==> config.mk <==
export PLATFORM = sky130hd
export DESIGN_NAME = spq_cell
export DESIGN_NICKNAME = d
export VERILOG_FILES = /design/src/rtl/spq_pkg.sv /design/src/rtl/spq_cell.sv
export SDC_FILE = /design/constraint.sdc
export NUM_CORES = 1
export LEC_CHECK = 0
export ABC_AREA = 1
export BUFFER_PORTS_ARGS = -buffer_cell sky130_fd_sc_hd__buf_2
export CAP_MARGIN = 10
export CORE_MARGIN = 3
export CORE_UTILIZATION = 38
export DETAILED_ROUTE_END_ITERATION = 10
export GPL_TIMING_DRIVEN = 0
export PLACE_DENSITY = 0.77
export SLEW_MARGIN = 0
export SYNTH_ARGS = -nofsm -noshare
export SYNTH_HDL_FRONTEND = slang
export SYNTH_SLANG_ARGS = --single-unit
==> constraint.sdc <==
create_clock -name clk_i -period 2.9 [get_ports clk_i]
set_clock_uncertainty 0.05 [all_clocks]
set_input_delay 0.145 -clock clk_i [delete_from_list [all_inputs] [get_ports clk_i]]
set_output_delay 0.145 -clock clk_i [all_outputs]
set_load 0.01 [all_outputs]
==> src/rtl/spq_pkg.sv <==
package spq_pkg;

  // Number of cells in the chain
  localparam int unsigned DEPTH = 64;
  // Width of the fill count, wide enough to hold DEPTH itself
  localparam int unsigned CNT_W = $clog2(DEPTH + 1);

  localparam int unsigned DATA_W = 32;
  localparam int unsigned PRI_W  = 16;
  localparam int unsigned OCC_W  = 7;

  typedef enum logic {
    CMD_INSERT = 1'b0,
    CMD_REMOVE = 1'b1
  } cmd_e;

  typedef enum logic [1:0] {
    ST_OK        = 2'd0,
    ST_OVERFLOW  = 2'd1,
    ST_UNDERFLOW = 2'd2
  } status_e;

  // Input word
  typedef struct packed {
    cmd_e                      command;
    logic signed [DATA_W-1:0]  item_data;
    logic        [PRI_W-1:0]   item_priority;
  } in_word_t;

  // Result word
  typedef struct packed {
    status_e                   status;
    logic signed [DATA_W-1:0]  removed_data;
    logic        [PRI_W-1:0]   removed_priority;
    logic        [OCC_W-1:0]   occupancy;
  } out_word_t;

  // One stored entry
  typedef struct packed {
    logic [PRI_W-1:0]  pri;
    logic [DATA_W-1:0] data;
  } entry_t;

  // Per-cell control from the top level
  typedef struct packed {
    logic ins;    // an insert is being applied this cycle
    logic valid;  // cell lies below the fill count
    logic tail;   // cell holds the last entry
  } cell_ctrl_t;

endpackage

==> src/rtl/spq_cell.sv <==
// One slot of the sorted chain: keeps its entry, takes the new one or
// the left neighbour's on an insert.
module spq_cell (
  input  logic               clk_i,
  input  spq_pkg::cell_ctrl_t ctrl_i,
  input  spq_pkg::entry_t    new_i,
  input  spq_pkg::entry_t    prev_i,
  input  logic               prev_keep_i,
  output logic               keep_o,
  output spq_pkg::entry_t    entry_o,
  output spq_pkg::entry_t    sel_o
);

  spq_pkg::entry_t entry_q;

  // Held entry, passed on to the right neighbour
  assign entry_o = entry_q;

  // Entry stays put when it is held and ranks at or above the new one
  assign keep_o = ctrl_i.valid && (entry_q.pri >= new_i.pri);

  // Tail entry is driven out for the remove path, zero otherwise
  assign sel_o = ctrl_i.tail ? entry_q : '0;

  // Insert: first non-kept cell takes the new word, the rest shift right
  always_ff @(posedge clk_i) begin
    if (ctrl_i.ins && !keep_o) begin
      entry_q <= prev_keep_i ? new_i : prev_i;
    end
  end

endmodule

==> flow_summary_export.csv <==
group,metric,value,unit
run_status,status,"finished, final reports clean",
cells_and_area,n_fill_cell,709,
setup_path,slowest_delay,0.66,ns
logic_synthesis,synth-seq-cells,48,
timing,final_max_slew_viol_count,0,
logic_synthesis,synth_area_leaders,"edfxtp_1, mux2_4, inv_1",
setup_path,critPathSlowestCell,"a21oi_4",
setup_path,startpoint,"entry_o[39]",
worst_hold_path,holdPathEnd,"entry_o[29]",
global_routing,grt_first_pass_wirelength,12.0,mm
timing,max_clock_freq,389,MHz
clock_network,numCtsBuffers,5,
floorplan,ioPinCount,198,
setup_path,reg2reg_depth,8,
clock_network,cts_sinks,48,
pwr,ir_worst_vdd,0.000198,V
setup_path,crit_arrival,2.52,ns
global_routing,grt_pass1_vias,2591,
logic_synthesis,synth.avg_cell_area,10.2,sq um
logic_synthesis,synth_area_leader_cell,"edfxtp_1",
worst_hold_path,hp-start,"new_i[29]",
timing,setup_slack,0.331,ns
logic_synthesis,syn_nets,408,
floorplan,core_area,7450,sq um
floorplan,die-area,8940,sq um
pwr,cellLeakagePower,2.46,nW
placed_design,hpwl,6.65,mm
logic_synthesis,synth.distinct_cells,19,
setup_path,r2r_start,"entry_o[39]",
routing,via_per_inst,4.52,
clock_network,hold_buffers,0,
setup_path,path_buf_inv,1,
cells_and_area,drive_gt1_frac,0.504,
cells_and_area,antenna_cells,0,
clock_network,cts_root_buffer,"clkbuf_8",
clock_network,cts_tree,"done",
timing,rsz0062_at_grt,"no",
placed_design,io_buffers,195,
logic_synthesis,postSynthCellCount,291,
placed_design,gp_congestion,0.744,
routing,vias,2681,
pwr,cellPowerDensity,413,nW/um^2
floorplan,fp-row-count,31,
global_routing,grt_overflow_total,0,
floorplan,die-height,94.5,um
routing,drtPass1Iterations,4,
floorplan,initial_utilization,0.400,
clock_network,cts_resized,0,
logic_synthesis,synth_top_cell_area_share,0.484,
setup_path,start_kind,"flop",
setup_path,critical_path_class,"flop to flop",
logic_synthesis,netlist_area,2980,sq um
timing,maxSlewHeadroom,0.458,
cells_and_area,areaGrowthSynthToFinish,40.6,%
floorplan,die_w,94.5,um
clock_network,clock_path_buffers,2,
routing,first_iter_violations,90,
routing,wl_per_cell,13.7,um
setup_path,path_cells,"ha_1 -> a21oi_1 -> o21a_1 -> nand2_1 -> nand2_1 -> nand2_1 -> a21oi_4 -> buf_12",
setup_path,crit_fanout,26,
worst_hold_path,hold_path_class,"primary input to flop",
clock_network,clk_latency,0.29,ns
timing,fin_crit,2.57,ns
global_routing,antenna_found_initial,0,
worst_hold_path,whs_path_depth,2,
pwr,finalPower,0.00173,W
run,maxCapViolCount,0,
setup_path,r2r_end,"entry_o[23]",
logic_synthesis,synth_warnings,0,
setup_path,required,2.85,ns
logic_synthesis,yosysSeqAreaShare,0.484,
setup_path,end_kind,"flop",
cells_and_area,nNetsFinal,611,
clock_network,post_cts_buffers,0,
routing,drtAntennaViolNets,0,
timing,fin_crit_sh,0.886,
placed_design,post-place-ws,0.311,ns
clock_network,cts_max_level,2,
timing,hold_violations,0,
cells_and_area,largest_register_ff_count,48,
global_routing,grt_use_total,0.173,
setup_path,rrSetupSlack,0.33,ns
routing,wirelength,8.14,mm
setup_path,path_delay_family,"compound AO/OA/AOI/OAI gates",
timing,setup_viol,0,
clock_network,clk_pin_slew,0.09,ns
setup_path,worst-path-stages,8,
global_routing,grt_start_max_net_pins,27,
timing,worst_pin_slew,0.811,ns
setup_path,crit_path_frequent_cell,"nand2_1",
routing,drc,0,
[Yosys cell counts]
| cell | count |
|---|---|
| inv_1 | 69 |
| nand2_1 | 65 |
| edfxtp_1 | 48 |
| mux2_4 | 29 |
| a21oi_1 | 20 |
| nor2_1 | 19 |
| ha_1 | 16 |
| mux2_2 | 4 |
| a21oi_2 | 3 |
| buf_12 | 3 |
| buf_2 | 3 |
| buf_4 | 2 |
| buf_6 | 2 |
| clkbuf_1 | 2 |
| o21ai_0 | 2 |
| a21boi_1 | 1 |
| nand4_1 | 1 |
| nor3_1 | 1 |
| o21a_1 | 1 |
[worst max path at each step]
stage | endpoint | slack (ns)
floorplan | entry_o[0] | 0.38
global placement | entry_o[22] | -0.02
detailed placement | entry_o[17] | 0.31
CTS | entry_o[20] | 0.29
global route | entry_o[26] | 0.12
finish | entry_o[23] | 0.33
[per-stage QoR]
step | instances | hold slack, ns | cell area, sq um | util | setup TNS [ns]
after floorplan | 291 | 0.312 | 2990 | - | 0
after global placement | 585 | 0.398 | 4090 | 0.549 | -0.879
after detailed placement | 586 | 0.399 | 4110 | 0.551 | 0
after CTS | 593 | 0.0865 | 4190 | 0.562 | 0
after global routing | 593 | 0.0744 | 4190 | 0.562 | 0
final | 593 | 0.0963 | 4190 | 0.562 | 0
[where the power goes]
part | switching, W | internal, W | leakage (nW)
clock network | 0.000225 | 0.000164 | 0.0400
logic | 0.000240 | 0.000230 | 1.96
registers | 0.0000321 | 0.000837 | 0.459
[worst register-to-register path, stage by stage (launching register included)]
cell,delay (ns)
edfxtp_1,0.45
ha_1,0.33
a21oi_1,0.14
o21a_1,0.13
nand2_1,0.06
nand2_1,0.08
nand2_1,0.09
a21oi_4,0.66
buf_12,0.28
[kinds of logic after synthesis]
logic type                 count (synthesis)  synth area share
buffers and inverters                     81             0.127
and+or+nand+nor                           86             0.110
AOI/OAI and AO/OA                         27            0.0508
adders and majority gates                 16            0.0672
muxes                                     33             0.161
DFF                                       48             0.484
[routing by layer]
| layer | wire, um | part of all wire | track usage | vias up |
|---|---|---|---|---|
| met4 | 126 | 0.015 | 0.0529 | 0 |
| met1 | 3110 | 0.38 | 0.202 | 1228 |
| li1 | - | - | - | 1330 |
| met5 | 0 | 0 | 0 | - |
| met2 | 4370 | 0.54 | 0.317 | 111 |
| met3 | 532 | 0.065 | 0.0375 | 12 |
[area by class of cell]
class	instances	area, sq um	share of cell area
well taps	99	124	0.0296
clock buffers	5	68.8	0.0164
plain buffers	12	120	0.0287
multi-input cells	162	1170	0.278
repair buffers	196	996	0.238
flip-flops and latches	48	1440	0.344
clock inverters	2	12.5	0.00299
inverters	69	259	0.0618
[placed cells by master (no fill, tap or decap), types with 2 or more instances in the layout]
| master | instances |
|---|---|
| nor2_1 | 19 |
| buf_2 | 198 |
| a21oi_2 | 2 |
| mux2_4 | 29 |
| clkbuf_1 | 2 |
| nand2_1 | 65 |
| edfxtp_1 | 48 |
| buf_12 | 4 |
| mux2_2 | 4 |
| a21oi_1 | 20 |
| buf_6 | 2 |
| ha_1 | 16 |
| clkbuf_8 | 5 |
| o21ai_0 | 2 |
| buf_4 | 2 |
| inv_1 | 69 |
No activity file was read; power rests on OpenSTA's default activity.
